==> src/hw/rtl/snb_pkg.sv <==
// Types and constants of the short name builder.
package snb_pkg;

	localparam int BASE_LEN = 8;
	localparam int EXT_LEN = 3;
	localparam int BASE_CNT_W = 4;
	localparam int EXT_CNT_W = 2;

	localparam logic [7:0] SPACE_CODE = 8'h20;
	localparam logic [7:0] FIRST_PRINTABLE = 8'd33;
	localparam logic [7:0] DOT_CODE = 8'h2E;
	localparam logic [7:0] SLASH_CODE = 8'h2F;
	localparam logic [7:0] BSLASH_CODE = 8'h5C;
	localparam logic [7:0] LOWER_A = 8'h61;
	localparam logic [7:0] LOWER_Z = 8'h7A;
	localparam logic [7:0] CASE_OFFSET = 8'h20;

	localparam logic [63:0] BASE_SPACES = 64'h2020_2020_2020_2020;
	localparam logic [23:0] EXT_SPACES = 24'h20_2020;

	typedef struct packed {
		logic [7:0] char_code;
		logic last_char;
	} char_word_t;

	typedef struct packed {
		logic [63:0] name_base;
		logic [23:0] name_ext;
		logic name_ok;
	} name_word_t;

	typedef struct packed {
		logic [7:0] ch;
		logic is_dot;
		logic is_bad;
	} char_class_t;

endpackage

==> src/hw/rtl/snb_char_class.sv <==
// Case raising and classification of one path character.
module snb_char_class (
	input logic [7:0] char_code,
	output snb_pkg::char_class_t cls
);

	logic [7:0] ch;

	always_comb begin
		if (char_code >= snb_pkg::LOWER_A && char_code <= snb_pkg::LOWER_Z) begin
			ch = char_code - snb_pkg::CASE_OFFSET;
		end else begin
			ch = char_code;
		end
	end

	// Bytes with the top bit set count as negative signed chars and are rejected.
	assign cls.ch = ch;
	assign cls.is_dot = (ch == snb_pkg::DOT_CODE);
	assign cls.is_bad = (ch == snb_pkg::SLASH_CODE) || (ch == snb_pkg::SPACE_CODE) ||
		(ch == snb_pkg::BSLASH_CODE) || (ch < snb_pkg::FIRST_PRINTABLE) || ch[7];

endmodule

==> src/hw/rtl/snb_name_acc.sv <==
// Name accumulator: base and extension bytes, counts and error flag.
module snb_name_acc (
	input logic clk,
	input logic arst_n,
	input logic step,
	input logic last_char,
	input snb_pkg::char_class_t cls,
	output snb_pkg::name_word_t result
);

	logic [63:0] base_q, base_nx;
	logic [23:0] ext_q, ext_nx;
	logic [snb_pkg::BASE_CNT_W-1:0] base_cnt_q, base_cnt_nx;
	logic [snb_pkg::EXT_CNT_W-1:0] ext_cnt_q, ext_cnt_nx;
	logic in_ext_q, in_ext_nx;
	logic failed_q, failed_nx;
	logic ok;

	always_comb begin
		base_nx = base_q;
		ext_nx = ext_q;
		base_cnt_nx = base_cnt_q;
		ext_cnt_nx = ext_cnt_q;
		in_ext_nx = in_ext_q;
		failed_nx = failed_q;
		if (!failed_q) begin
			if (cls.is_dot) begin
				if (in_ext_q) begin
					failed_nx = 1'b1;
				end else begin
					in_ext_nx = 1'b1;
				end
			end else if (cls.is_bad) begin
				failed_nx = 1'b1;
			end else if (!in_ext_q) begin
				if (base_cnt_q >= snb_pkg::BASE_CNT_W'(snb_pkg::BASE_LEN)) begin
					failed_nx = 1'b1;
				end else begin
					for (int i = 0; i < snb_pkg::BASE_LEN; i++) begin
						if (base_cnt_q[2:0] == 3'(i)) begin
							base_nx[8*i +: 8] = cls.ch;
						end
					end
					base_cnt_nx = base_cnt_q + 1'b1;
				end
			end else begin
				if (ext_cnt_q == snb_pkg::EXT_CNT_W'(snb_pkg::EXT_LEN)) begin
					failed_nx = 1'b1;
				end else begin
					for (int i = 0; i < snb_pkg::EXT_LEN; i++) begin
						if (ext_cnt_q == snb_pkg::EXT_CNT_W'(i)) begin
							ext_nx[8*i +: 8] = cls.ch;
						end
					end
					ext_cnt_nx = ext_cnt_q + 1'b1;
				end
			end
		end
	end

	// A rejected name is reported with both name fields cleared.
	assign ok = !failed_nx && (base_cnt_nx != '0);
	assign result.name_base = ok ? base_nx : '0;
	assign result.name_ext = ok ? ext_nx : '0;
	assign result.name_ok = ok;

	always_ff @(posedge clk or negedge arst_n) begin
		if (!arst_n) begin
			base_q <= snb_pkg::BASE_SPACES;
			ext_q <= snb_pkg::EXT_SPACES;
			base_cnt_q <= '0;
			ext_cnt_q <= '0;
			in_ext_q <= 1'b0;
			failed_q <= 1'b0;
		end else if (step) begin
			if (last_char) begin
				base_q <= snb_pkg::BASE_SPACES;
				ext_q <= snb_pkg::EXT_SPACES;
				base_cnt_q <= '0;
				ext_cnt_q <= '0;
				in_ext_q <= 1'b0;
				failed_q <= 1'b0;
			end else begin
				base_q <= base_nx;
				ext_q <= ext_nx;
				base_cnt_q <= base_cnt_nx;
				ext_cnt_q <= ext_cnt_nx;
				in_ext_q <= in_ext_nx;
				failed_q <= failed_nx;
			end
		end
	end

endmodule

==> src/hw/rtl/short_name_builder.sv <==
// Top level of the FAT 8.3 short name builder.
//
// The char channel (char_valid, char_stall, char_word) takes one byte of a
// path component per word; last_char marks the final byte of the component.
// The name channel (name_valid, name_stall, name_word) gives one word per
// component: the space padded base and extension and an ok flag. A rejected
// component gives name_ok low with both name fields zero.
// A character word lands in an input register; from there its effect is
// folded into the name registers and, for the final byte, the finished name
// is loaded into the output register. The name word is therefore visible once
// the final byte has left the input register, which char_stall can delay.
// Throughput is one character word per cycle while char_stall is low, set by
// the single pass from the input register through the accumulator logic.
// While a finished name waits under name_stall, characters of the next
// component keep flowing; char_stall rises only when a further final byte
// reaches the input register while the output register is held by name_stall.
// Reset clears the pipeline and starts a fresh component with no name held.
module short_name_builder (
	input logic clk,
	input logic arst_n,
	input logic char_valid,
	output logic char_stall,
	input snb_pkg::char_word_t char_word,
	output logic name_valid,
	input logic name_stall,
	output snb_pkg::name_word_t name_word
);

	logic valid_s1;
	snb_pkg::char_word_t word_s1;
	logic adv;
	snb_pkg::char_class_t cls;
	snb_pkg::name_word_t result;
	logic out_valid_q;
	snb_pkg::name_word_t out_word_q;

	// The staged byte moves on unless it would produce a name into a full,
	// stalled output register.
	assign char_stall = valid_s1 && word_s1.last_char && out_valid_q && name_stall;
	assign adv = valid_s1 && !char_stall;

	always_ff @(posedge clk or negedge arst_n) begin
		if (!arst_n) begin
			valid_s1 <= 1'b0;
		end else if (!char_stall) begin
			valid_s1 <= char_valid;
		end
	end

	always_ff @(posedge clk) begin
		if (!char_stall && char_valid) begin
			word_s1 <= char_word;
		end
	end

	snb_char_class u_class (
		.char_code(word_s1.char_code),
		.cls(cls)
	);

	snb_name_acc u_acc (
		.clk(clk),
		.arst_n(arst_n),
		.step(adv),
		.last_char(word_s1.last_char),
		.cls(cls),
		.result(result)
	);

	always_ff @(posedge clk or negedge arst_n) begin
		if (!arst_n) begin
			out_valid_q <= 1'b0;
		end else if (adv && word_s1.last_char) begin
			out_valid_q <= 1'b1;
		end else if (!name_stall) begin
			out_valid_q <= 1'b0;
		end
	end

	always_ff @(posedge clk) begin
		if (adv && word_s1.last_char) begin
			out_word_q <= result;
		end
	end

	assign name_valid = out_valid_q;
	assign name_word = out_word_q;

endmodule

==> config.mk <==
export PLATFORM = sky130hd
export DESIGN_NAME = short_name_builder
export DESIGN_NICKNAME = d
export VERILOG_FILES = /design/src/hw/rtl/snb_pkg.sv /design/src/hw/rtl/snb_char_class.sv /design/src/hw/rtl/snb_name_acc.sv /design/src/hw/rtl/short_name_builder.sv
export SDC_FILE = /design/constraint.sdc
export NUM_CORES = 1
export LEC_CHECK = 0
export ABC_CLOCK_PERIOD_IN_PS = 7200
export BUFFER_PORTS_ARGS = -buffer_cell sky130_fd_sc_hd__buf_2
export CORE_MARGIN = 5
export CORE_UTILIZATION = 62
export DETAILED_ROUTE_END_ITERATION = 8
export PLACE_DENSITY = 0.84
export SETUP_SLACK_MARGIN = 0.15
export SLEW_MARGIN = 20
export SYNTH_ARGS = -nofsm -noshare
export SYNTH_HDL_FRONTEND = slang
export SYNTH_SLANG_ARGS = --single-unit
export TNS_END_PERCENT = 10
==> constraint.sdc <==
create_clock -name clk -period 7.2 [get_ports clk]
set_clock_uncertainty 0.1 [all_clocks]
set_input_delay 2.16 -clock clk [delete_from_list [all_inputs] [get_ports clk]]
set_output_delay 2.16 -clock clk [all_outputs]
set_load 0.005 [all_outputs]
# == Yosys cells after proc, flatten, opt, wreduce, memory -nomap -nowiden ==
# Index checks and enable logic that the tools add are counted.
# totals
register_bits,196
inputBits,13
output_inout_bits,91
wordCells,109
# classes
addsub,3
n_lt_le_gt_ge,4
eq_ne,19
muxes,49
n_reduce_logical,21
# ops
op,count
$mux 64,6
$mux 24,6
$mux 8,12
$eq 8x6->1 const B,3
$mux 4,6
$mux 1,13
$eq 3x3->1 const B,4
$mux 2,6
$eq 8x7->1 const B,1
$ge 8x7->1 const B,1
$le 8x7->1 const B,1
$logic_and 1x1->1,8
$lt 8x6->1 const B,1
$ne 2x2->1 const B,4
$sub 8x6->8 const B,1
$eq 3x2->1 const B,2
$reduce_and 6->1,1
$add 4x1->4 const B,1
$eq 2x2->1 const B,2
$ge 4x4->1 const B,1
$logic_or 1x1->1,4
$reduce_bool 2->1,2
$reduce_bool 4->1,1
$eq 3x1->1 const B,1
7 further kinds,8

# == Logic depth before layout (Yosys ltp) ==
# Gate-level depths: netlist of run 1.
# logic_depth
ltp_word,13
depth_mapped,11
mapped_depth_nobuf,8

# == Modules after synthesis ==
# A second synthesis of run 1 with hierarchy kept.
# unflattened
cells_unflattened,924
hier_area_um2,9437.8
# by_module_without_submodules
mod,instances,cells_each,area_each_um2,seq_area_each_um2
snb_name_acc,1,784,6200.9,2416.1
short_name_builder,1,110,3041.7,2992.9
snb_char_class,1,30,195.2,0.0

# == Least setup slack after synthesis of run 1 ==
# OpenSTA, ideal clock, no wires.
# synth_path
path_kind,input -> register
startpoint,input name_stall
endpoint,"register out_word_q, in the netlist name_word[0] (enable)"
setup_time_ps,444
arrival_time_ps,4136
required_ps,6656
setup_slack_ps,2520
path_stages,3
path_buffers,0
path_cell_list,nand2_1 > nand3_1 > inv_1
# synth_via
elab_chain_cells,4
# synth_rtl
item,line_no,source
from (decl),short_name_builder.sv:25,"input logic name_stall,"
$logic_and 1x1->1,short_name_builder.sv:39,assign char_stall = valid_s1 && word_s1.last_char && out_valid_q && name_stall;
$logic_not 1->1,short_name_builder.sv:40,assign adv = valid_s1 && !char_stall;
$logic_and 1x1->1,short_name_builder.sv:40,
$logic_and 1x1->1,short_name_builder.sv:81,if (adv && word_s1.last_char) begin
to (signal assigned),short_name_builder.sv:82,out_word_q <= result;
to (decl),short_name_builder.sv:35,snb_pkg::name_word_t out_word_q;
# Every way passes these cells.
# A chain may end at the register's enable or synchronous reset.

# == Worst setup path after layout of run 1 ==
# layout_path
startpoint,input name_stall
endpoint,output char_stall
# layout_via
elab_chain_cells,1
# layout_rtl
item,line_no,source
$logic_and 1x1->1,short_name_builder.sv:39,
to (decl),short_name_builder.sv:22,"output logic char_stall,"
# Every way passes these cells.

==> results of run 1 <==
metal layers:
| metal | track usage | vias up |
|---|---|---|
| li1 | - | 3030 |
| met1 | 0.320 | 3229 |
| met4 | 0.0897 | 0 |
| met2 | 0.383 | 305 |
| met3 | 0.0580 | 48 |
| met5 | 0 | - |
path summary, 6_finish.rpt:
check	from	endpoint	slack [ns]	cells past startpoint
max	name_stall	char_stall	2.32	4
min	u_acc.base_q[5]$_DFFE_PN1P_	u_acc.base_q[5]$_DFFE_PN1P_	0.38	2
max reg2reg	word_s1[4]$_DFFE_PP_	name_word[72]$_SDFFCE_PN0P_	2.38	9
min reg2reg	u_acc.base_q[5]$_DFFE_PN1P_	u_acc.base_q[5]$_DFFE_PN1P_	0.38	2
max in group asynchronous	arst_n	u_acc.base_q[18]$_DFFE_PN0P_	4.21	2
min in group asynchronous	arst_n	u_acc.ext_q[1]$_DFFE_PN0P_	1.55	1
area by class of cell:
type / instances / area (um2) / share of cell area
Clock buffer: 20 / 468 / 0.0453
Clock inverter: 12 / 103 / 0.00993
Inverter: 19 / 72.6 / 0.00703
Multi-Input combinational cell: 517 / 3460 / 0.335
Sequential cell: 196 / 5410 / 0.524
Tap cell: 184 / 230 / 0.0223
Timing Repair Buffer: 112 / 586 / 0.0567
cell usage in the layout, fill, tap and decap left out, types with 16 or more instances in the layout:
master and instances:
sky130_fd_sc_hd__clkbuf_16 18, sky130_fd_sc_hd__nor3b_1 75, sky130_fd_sc_hd__nand2_1 92, sky130_fd_sc_hd__dfrtp_1 87, sky130_fd_sc_hd__nor2_1 32, sky130_fd_sc_hd__mux2i_1 72
sky130_fd_sc_hd__a22oi_1 35, sky130_fd_sc_hd__buf_2 102, sky130_fd_sc_hd__inv_1 16, sky130_fd_sc_hd__edfxtp_1 98, sky130_fd_sc_hd__nand3_1 18, sky130_fd_sc_hd__o21ai_0 72
state kept, by name (all words and copies together) (netlist names):
name,count
u_acc.failed_q,1
name_word,89
u_acc.base_q,64
u_acc.ext_q,24
u_acc.ext_cnt_q,2
valid_s1,1
word_s1,9
u_acc.in_ext_q,1
u_acc.base_cnt_q,4
name_valid,1
stage by stage:
| step | instance area [um2] | utilization | worst slack [ns] | hold slack (ns) |
|---|---|---|---|---|
| global placement | 9750 | 0.671 | 2.35 | 0.359 |
| detailed placement | 9760 | 0.671 | 2.32 | 0.362 |
| floorplan | 9220 | - | 2.52 | 0.345 |
| global route | 10300 | 0.711 | 2.20 | 0.397 |
| finish | 10300 | 0.711 | 2.32 | 0.378 |
| CTS | 10300 | 0.711 | 2.32 | 0.378 |
power groups by stage:
stage                     Sequential [mW]  Clock [mW]  Combinational (mW)
after global placement               1.28           0               0.225
after global routing                 1.27       0.969               0.260
after floorplan                      1.27           0               0.161
final                                1.26       0.912               0.236
after CTS                            1.26       0.920               0.237
after detailed placement             1.29           0               0.234
cells by family after synthesis:
family | count (synthesis) | share of synthesized area
compound gates | 172 | 0.124
fa+ha+maj | 11 | 0.0149
buf+inv | 83 | 0.0409
flops | 196 | 0.587
mux | 72 | 0.0782
simple gates | 262 | 0.155
worst max-delay path, stage by stage:
cell and delay [ns]:
sky130_fd_sc_hd__buf_2 0.09, sky130_fd_sc_hd__nand4_1 0.17, sky130_fd_sc_hd__inv_1 0.09, sky130_fd_sc_hd__buf_2 0.11
Yosys cell counts (5+ instances only):
master	instances
sky130_fd_sc_hd__edfxtp_1	98
sky130_fd_sc_hd__nand2_1	92
sky130_fd_sc_hd__dfrtp_1	87
sky130_fd_sc_hd__nor3b_1	75
sky130_fd_sc_hd__o21ai_0	73
sky130_fd_sc_hd__mux2i_1	72
sky130_fd_sc_hd__a22oi_1	35
sky130_fd_sc_hd__nor2_1	33
sky130_fd_sc_hd__clkbuf_1	31
sky130_fd_sc_hd__buf_2	25
sky130_fd_sc_hd__nand3_1	18
sky130_fd_sc_hd__inv_1	17
sky130_fd_sc_hd__a21oi_1	14
sky130_fd_sc_hd__and2_1	12
sky130_fd_sc_hd__dfstp_2	11
sky130_fd_sc_hd__ha_1	11
sky130_fd_sc_hd__o21ai_1	10
sky130_fd_sc_hd__a211oi_2	9
sky130_fd_sc_hd__a211o_1	6
sky130_fd_sc_hd__nor3_1	6
sky130_fd_sc_hd__a211oi_1	5
sky130_fd_sc_hd__buf_4	5
sky130_fd_sc_hd__nand3b_1	5
sky130_fd_sc_hd__nor2_2	5
sky130_fd_sc_hd__nor4bb_1	5
==> metrics list, run 1 <==
- Result of the run: complete, no violations
* Number of standard-cell rows in the floorplan: 44
- In the synthesized netlist, the number of instances is about 800.
* DP Wirelength: 12900 um
* Yosys warns: 0
- Category of the worst setup path launch point: primary input
* Path type of the worst setup path: in -> out
- Starting Density: 0.634
* Global-route congestion overflow total: 0
- Setup repair after global routing left no endpoint under its margin.
- Net count reported at finish: 887
- Mapped Avg Cell Area: 11.6 um2
- The region available for standard cell placement spans 14500 um2.
* Largest net degree at the start of global routing: 91
- Of the total power, the share spent switching nets is 0.251.
- Highest signal layer in the routed design: met4
- Clock tree synthesis inserted a total of 17 buffers.
* Final-layout setup total negative slack: 0 ns
- The path class of the tightest hold or removal check is reg -> reg.
* Number of hold violations in the final report: 0
- Metal2 WL: 10100 um
- The first global-routing pass estimated 34100 um of wire.
- Number of gates resized after CTS: 0
- Metal3 WL: 1520 um
- Areal power density over the cells: 233 nW/um2
* Net switching power figure: 0.605 mW
- The count of pins over their slew limit is 0.
* Top flip-flop cell by instance count after synthesis: sky130_fd_sc_hd__edfxtp_1
- Pin placement for this block handled 104 I/O pins.
- Clock tree from TritonCTS: built
- Before antenna repair, the detailed router went through 5 iterations.
- Largest buffer count on any clock path: 2
- Clock transition at the register clock pins on the worst setup and hold paths after CTS: 0.07 ns
- Wire length after detailed routing: 20600 um
* Min cycle time layout: 4.88 ns
- Including well taps, the total number of placed cells is 1028.
* Fraction of layout cells with a size suffix above 1: 0.207
- Post-detailed-route DRC marker count: 0
- Detailed-route via count: 6612
* Number of unique standard cell types used by synthesis: 52
* Data required time at the worst endpoint: slightly below 5 ns
- Of all cell types, the one taking the most synthesized area is sky130_fd_sc_hd__edfxtp_1.
- Critical path data arrival time: ~2.6 ns
- Via count of the first global-routing pass: 6624
- The area growth from synthesis to layout is 12.1%.
* Post-CTS setup buffer count: 0
- Top area cells in the synthesized netlist: sky130_fd_sc_hd__edfxtp_1, sky130_fd_sc_hd__dfrtp_1, sky130_fd_sc_hd__mux2i_1
- For this run, the register share of the synthesized area comes to 0.587.
* Final routed wire length divided by cell count: 19.4 um
- Based on the critical path, the design can be clocked at up to about 210 MHz.
- At the end of routability-driven placement, the weighted congestion stood at 0.883.
* Synth top area share: 0.319
- Setup violation total in the final timing report: 0
- The worst setup path is captured at an output port.
- Clock latency on the worst-skew pair, taken at its later pin, is 0.44 ns.
- For this run, the total global-route usage over all layers was measured as 0.240.
* Max-Cap Viols: 0
- H-tree depth reported by CTS: 4
* Die height: 132 um
- The root buffer cell chosen for the clock tree is sky130_fd_sc_hd__clkbuf_16.
- In this run the tightest slew margin relative to its limit is 0.261.
- The internal power of the cells totals 1.81 mW.
- The clock drives 196 sinks.
- The initial antenna violation count came to 0.
* PnR Total Power: approximately 2.4 mW
- Worst IR Drop VDD: 172 uV
* ANT cells: 0
- For this run, asynchronously set or reset flops after synthesis account for 0.500.
- Worst-margin pin slew: about 1.1 ns
* Combinational share of power: 0.098
- Leakage power total: 4.04 nW
- Full die area: around 17000 um2
- From left edge to right edge, the die measures 132 um.
* Number of cells in the finished layout apart from fillers: roughly 1.1k
- M1 WL: 8510 um
- The synthesized design contains 98 enable-type register cells.
* Worst Path Max Fanout: 5
- Synthesized Nets: between 800 and 900
- Cell area after synthesis: 9220 um2
- Final worst-path cycle share: 0.677
- The share of total power dissipated in sequential elements is 0.524.
- Vias per cell: 6.24
- The count of nets left with antenna violations once routing finished came out at 0.
- The synthesized design contains a little under 200 register bits.
* Clock Power Share: 0.378
* Cts hold-fix bufs: 0
- In this run, the number of DRC markers left after iteration 0 of detailed routing was 726.
- The layout has 1016 filler cells.
- Port bufs: 103
Power figures use the tool's default switching activity.
==> run 2: changes to the inputs <==
--- a/config.mk
+++ b/config.mk
@@ -5,12 +5,13 @@
 export SDC_FILE = /design/constraint.sdc
 export NUM_CORES = 1
 export LEC_CHECK = 0
-export ABC_CLOCK_PERIOD_IN_PS = 7200
+export ABC_AREA = 1
+export ABC_CLOCK_PERIOD_IN_PS = 4100
 export BUFFER_PORTS_ARGS = -buffer_cell sky130_fd_sc_hd__buf_2
 export CORE_MARGIN = 5
-export CORE_UTILIZATION = 62
+export CORE_UTILIZATION = 52
 export DETAILED_ROUTE_END_ITERATION = 8
-export PLACE_DENSITY = 0.84
+export PLACE_DENSITY = 0.75
 export SETUP_SLACK_MARGIN = 0.15
 export SLEW_MARGIN = 20
 export SYNTH_ARGS = -nofsm -noshare
==> constraint.sdc (replaced) <==
create_clock -name clk -period 4.1 [get_ports clk]
set_clock_uncertainty 0.1 [all_clocks]
set_input_delay 1.23 -clock clk [delete_from_list [all_inputs] [get_ports clk]]
set_output_delay 1.23 -clock clk [all_outputs]
set_load 0.005 [all_outputs]
==> run 2 against run 1 <==
Synthesized cell count grew 7.3%; die area grew 8.7%; sequential power grew 77%; power grew 84%; register-to-register slack lost 1.4 ns; clock power grew 97%; largest cell class unchanged.
==> metrics list, run 2 <==
- Net count reported at finish: 971
- Areal power density over the cells: 451 nW/um2
- For this run, global-route usage on met2 was measured as 0.312.
* Synth top area share: 0.348
- The first global-routing pass estimated 29600 um of wire.
- Leakage power total: 4.25 nW
- DIE WIDTH: approximately 140 um
* Async S/R FF share, synth: 0.500
- Setup repair after global routing left no endpoint under its margin.
- Of the total power, the share spent switching nets is 0.237.
- Synthesized netlist cell count: 854
- Sequential fraction of the synthesis area: 0.639
* Drt first-iter violations: 620
* Data required time at the worst endpoint: 2.77 ns
- Most numerous cell in the Yosys netlist: sky130_fd_sc_hd__nand2_1
- Critical path data arrival time: 1.91 ns
- Post-detailed-route DRC marker count: 0
* Top area cells in the synthesized netlist: sky130_fd_sc_hd__edfxtp_1, sky130_fd_sc_hd__dfrtp_1, sky130_fd_sc_hd__nand2_1
- Yosys warns: 0
* Largest buffer count on any clock path: 2
* Worst IR Drop VDD: 303 uV
- Clock Power Share: 0.407
- Cell internal power was estimated by the tool at 3.38 mW.
* H-tree depth reported by CTS: 4
- Max_slew headroom: 0.405
- Sinks on the clock net: 196
* Max-Cap Viols: 0
- When the netlist entered floorplanning its net count stood at just under 900.
* Place WS: 0.866 ns
- Category of the worst setup path launch point: primary input
- Yosys mapped a number of flops with a built-in enable equal to 98.
* Post-CTS setup buffer count: 0
* Global-route met3 utilization: 0.0467
- For this run, the top clock speed supported by timing is 309 MHz.
- Result of the run: complete, no violations
* Most frequent cells in the layout: sky130_fd_sc_hd__nand2_1, sky130_fd_sc_hd__o21ai_0, sky130_fd_sc_hd__buf_2
* Portion of total power attributed to sequential cells: 0.503
* Commonest cells in the synthesized netlist: sky130_fd_sc_hd__nand2_1, sky130_fd_sc_hd__o21ai_0, sky130_fd_sc_hd__nor2_1, sky130_fd_sc_hd__edfxtp_1, sky130_fd_sc_hd__dfrtp_1
* Max stage delay cell, worst path: sky130_fd_sc_hd__nor3_1
- Chain of cells forming the critical path: buf_2 > nand2_1 > nor3_1 > buf_2
* Most Used Layer, Global Route: met2
- Setup violations remaining at the end of the flow were counted as 0.
- Number of top-level design ports: 104
- Total CTS buffers: 17
* Detailed-route via count: 6182
- In this run, distinct cell masters in the synthesized netlist total 31.
- From bottom edge to top edge, the die measures 138 um.
- In this run the worst path has a maximum fanout of 4.
* Post-layout util: 0.615
- Mapped Avg Cell Area: 9.91 um2
* Cell area after synthesis: 8460 um2
* Most area-hungry cell type in the Yosys netlist: sky130_fd_sc_hd__edfxtp_1
* Min cycle time layout: between 3 and 4 ns
- The library cell used most frequently in the layout, excluding fill and tap cells, is sky130_fd_sc_hd__nand2_1.
* Top flip-flop cell by instance count after synthesis: sky130_fd_sc_hd__edfxtp_1
* Placeable core region: about 16000 um2
- The initial antenna violation count was 0.
- Together, buffers and inverters on the worst path number 2.
- Fraction of layout cells with a size suffix above 1: 0.202
* Full die area: 18900 um2
- Clock transition at the register clock pins on the worst setup and hold paths after CTS: roughly 0.07 ns
- Via count of the first global-routing pass: 5769
- In this run the tool buffered the top-level ports with 103 buffer cells.
* Clock latency on the worst-skew pair: 0.44 ns
- Summed over all layers, the routed wires come to 18500 um.
* Area growth, synth to finish: 15.9%
* Final worst-path cycle share: 0.790
- Synth Register Bits: 196
- Once the clock tree was built, the resizer swapped 0 gates to a different size.
* Final-layout setup total negative slack: 0 ns
* Largest net degree at the start of global routing: 99
- Setup slack on the critical path of the routed design comes to 0.860 ns.
* First drt pass iteration count: 5
* Delay of the slowest cell on the worst path: ~0.35 ns
* Gr usage total: 0.204
- Once detailed placement completed, the half-perimeter wirelength came to 11900 um.
* Root buffer cell: sky130_fd_sc_hd__clkbuf_16
- At the pin with the least slew margin, the transition time is a little under 0.9 ns.
* Clock tree from TritonCTS: built
* Path type of the worst setup path: in -> out
* Vias per cell: 5.26
- Combinational share of power: 0.090
* Placer Congestion: 0.853
* Number of standard-cell rows in the floorplan: between 40 and 50
* Global-route congestion overflow total: 0
- CP Capture Type: output port
- Net switching power figure: 1.05 mW
- Number of hold violations in the final report: 0
* Worst path top cell family by delay: simple AND/OR/NAND/NOR gates
- ANT cells: 0
* Largest register FFs: 89
* Remaining antenna violation count after routing: 0
- By instance count, the cell type seen most on the critical path is sky130_fd_sc_hd__buf_2.
- HP Class: reg -> reg
* Final routed wire length divided by cell count: 15.8 um
* Number of max-slew violations in the final report: 0
- Fraction of met1 tracks used by global routing: 0.291
- Cts hold-fix bufs: 0
* Starting Density: 0.531
run 2: worst paths after layout:
kind | from | to | slack (ns) | cells after the start
worst max-delay path | name_stall | char_stall | 0.86 | 4
worst min-delay path | u_acc.base_q[26]$_DFFE_PN0P_ | u_acc.base_q[26]$_DFFE_PN0P_ | 0.38 | 2
worst max register to register | word_s1[1]$_DFFE_PP_ | name_word[67]$_SDFFCE_PN0P_ | 0.96 | 17
worst min register to register | u_acc.base_q[26]$_DFFE_PN0P_ | u_acc.base_q[26]$_DFFE_PN0P_ | 0.38 | 2
max in group asynchronous | arst_n | u_acc.base_q[5]$_DFFE_PN1P_ | 2.73 | 2
min in group asynchronous | arst_n | u_acc.ext_q[15]$_DFFE_PN0P_ | 0.74 | 2
run 2: routing by layer:
| metal | part of all wire | wire [um] |
|---|---|---|
| met1 | 0.44 | 8200 |
| met2 | 0.48 | 8910 |
| met3 | 0.062 | 1140 |
| met4 | 0.015 | 269 |
| met5 | 0 | 0 |
run 2: metrics by stage:
stage                     instance area (um2)  hold slack, ns  total power [mW]  std cells
after CTS                                9810           0.385              4.45       1176
after detailed placement                 9170           0.368              2.67       1144
final                                    9810           0.385              4.43       1176
after global routing                     9810           0.412              4.58       1176
after global placement                   9170           0.362              2.66       1144
after floorplan                          8470           0.347              2.51        854
run 2: worst register-to-register path: stages, from the launching register on:
cell and delay [ns]:
sky130_fd_sc_hd__edfxtp_1 0.66, sky130_fd_sc_hd__nand2_1 0.21, sky130_fd_sc_hd__nand2_1 0.08, sky130_fd_sc_hd__nand2_2 0.08, sky130_fd_sc_hd__nand3_2 0.11, sky130_fd_sc_hd__nand2_2 0.14
sky130_fd_sc_hd__nor2_2 0.06, sky130_fd_sc_hd__nand2_2 0.09, sky130_fd_sc_hd__nor2_4 0.05, sky130_fd_sc_hd__nor2_4 0.15, sky130_fd_sc_hd__nand3_2 0.17, sky130_fd_sc_hd__nand2_1 0.10
sky130_fd_sc_hd__nand2_1 0.06, sky130_fd_sc_hd__nor2_1 0.10, sky130_fd_sc_hd__nand2_1 0.06, sky130_fd_sc_hd__nand2_2 0.06, sky130_fd_sc_hd__buf_4 0.44, sky130_fd_sc_hd__nor2_1 0.14
run 2: cells by family (layout without fill, tap and decap cells):
| logic type | after synthesis | after routing | synth area share |
|---|---|---|---|
| DFF | 196 | 196 | 0.639 |
| AOI/OAI and AO/OA | 178 | 178 | 0.110 |
| buffers and inverters | 127 | 233 | 0.0628 |
| and+or+nand+nor | 342 | 342 | 0.171 |
| adders and majority gates | 11 | 11 | 0.0163 |
run 2: cell type report:
| cell class | instances | area (um2) |
|---|---|---|
| inverters | 82 | 308 |
| clock inverters | 12 | 205 |
| clock buffers | 20 | 437 |
| multi-input cells | 531 | 2530 |
| flip-flops and latches | 196 | 5410 |
| well taps | 216 | 270 |
| repair buffers | 119 | 651 |
| fillers | 1294 | 6130 |
run 2: power groups by stage:
stage	combinational, mW	sequential [mW]	clock, mW
5_1_grt	0.451	2.23	1.90
6_report	0.398	2.23	1.80
3_3_place_gp	0.393	2.26	0
2_1_floorplan	0.253	2.25	0
4_1_cts	0.401	2.23	1.82
3_5_place_dp	0.400	2.26	0
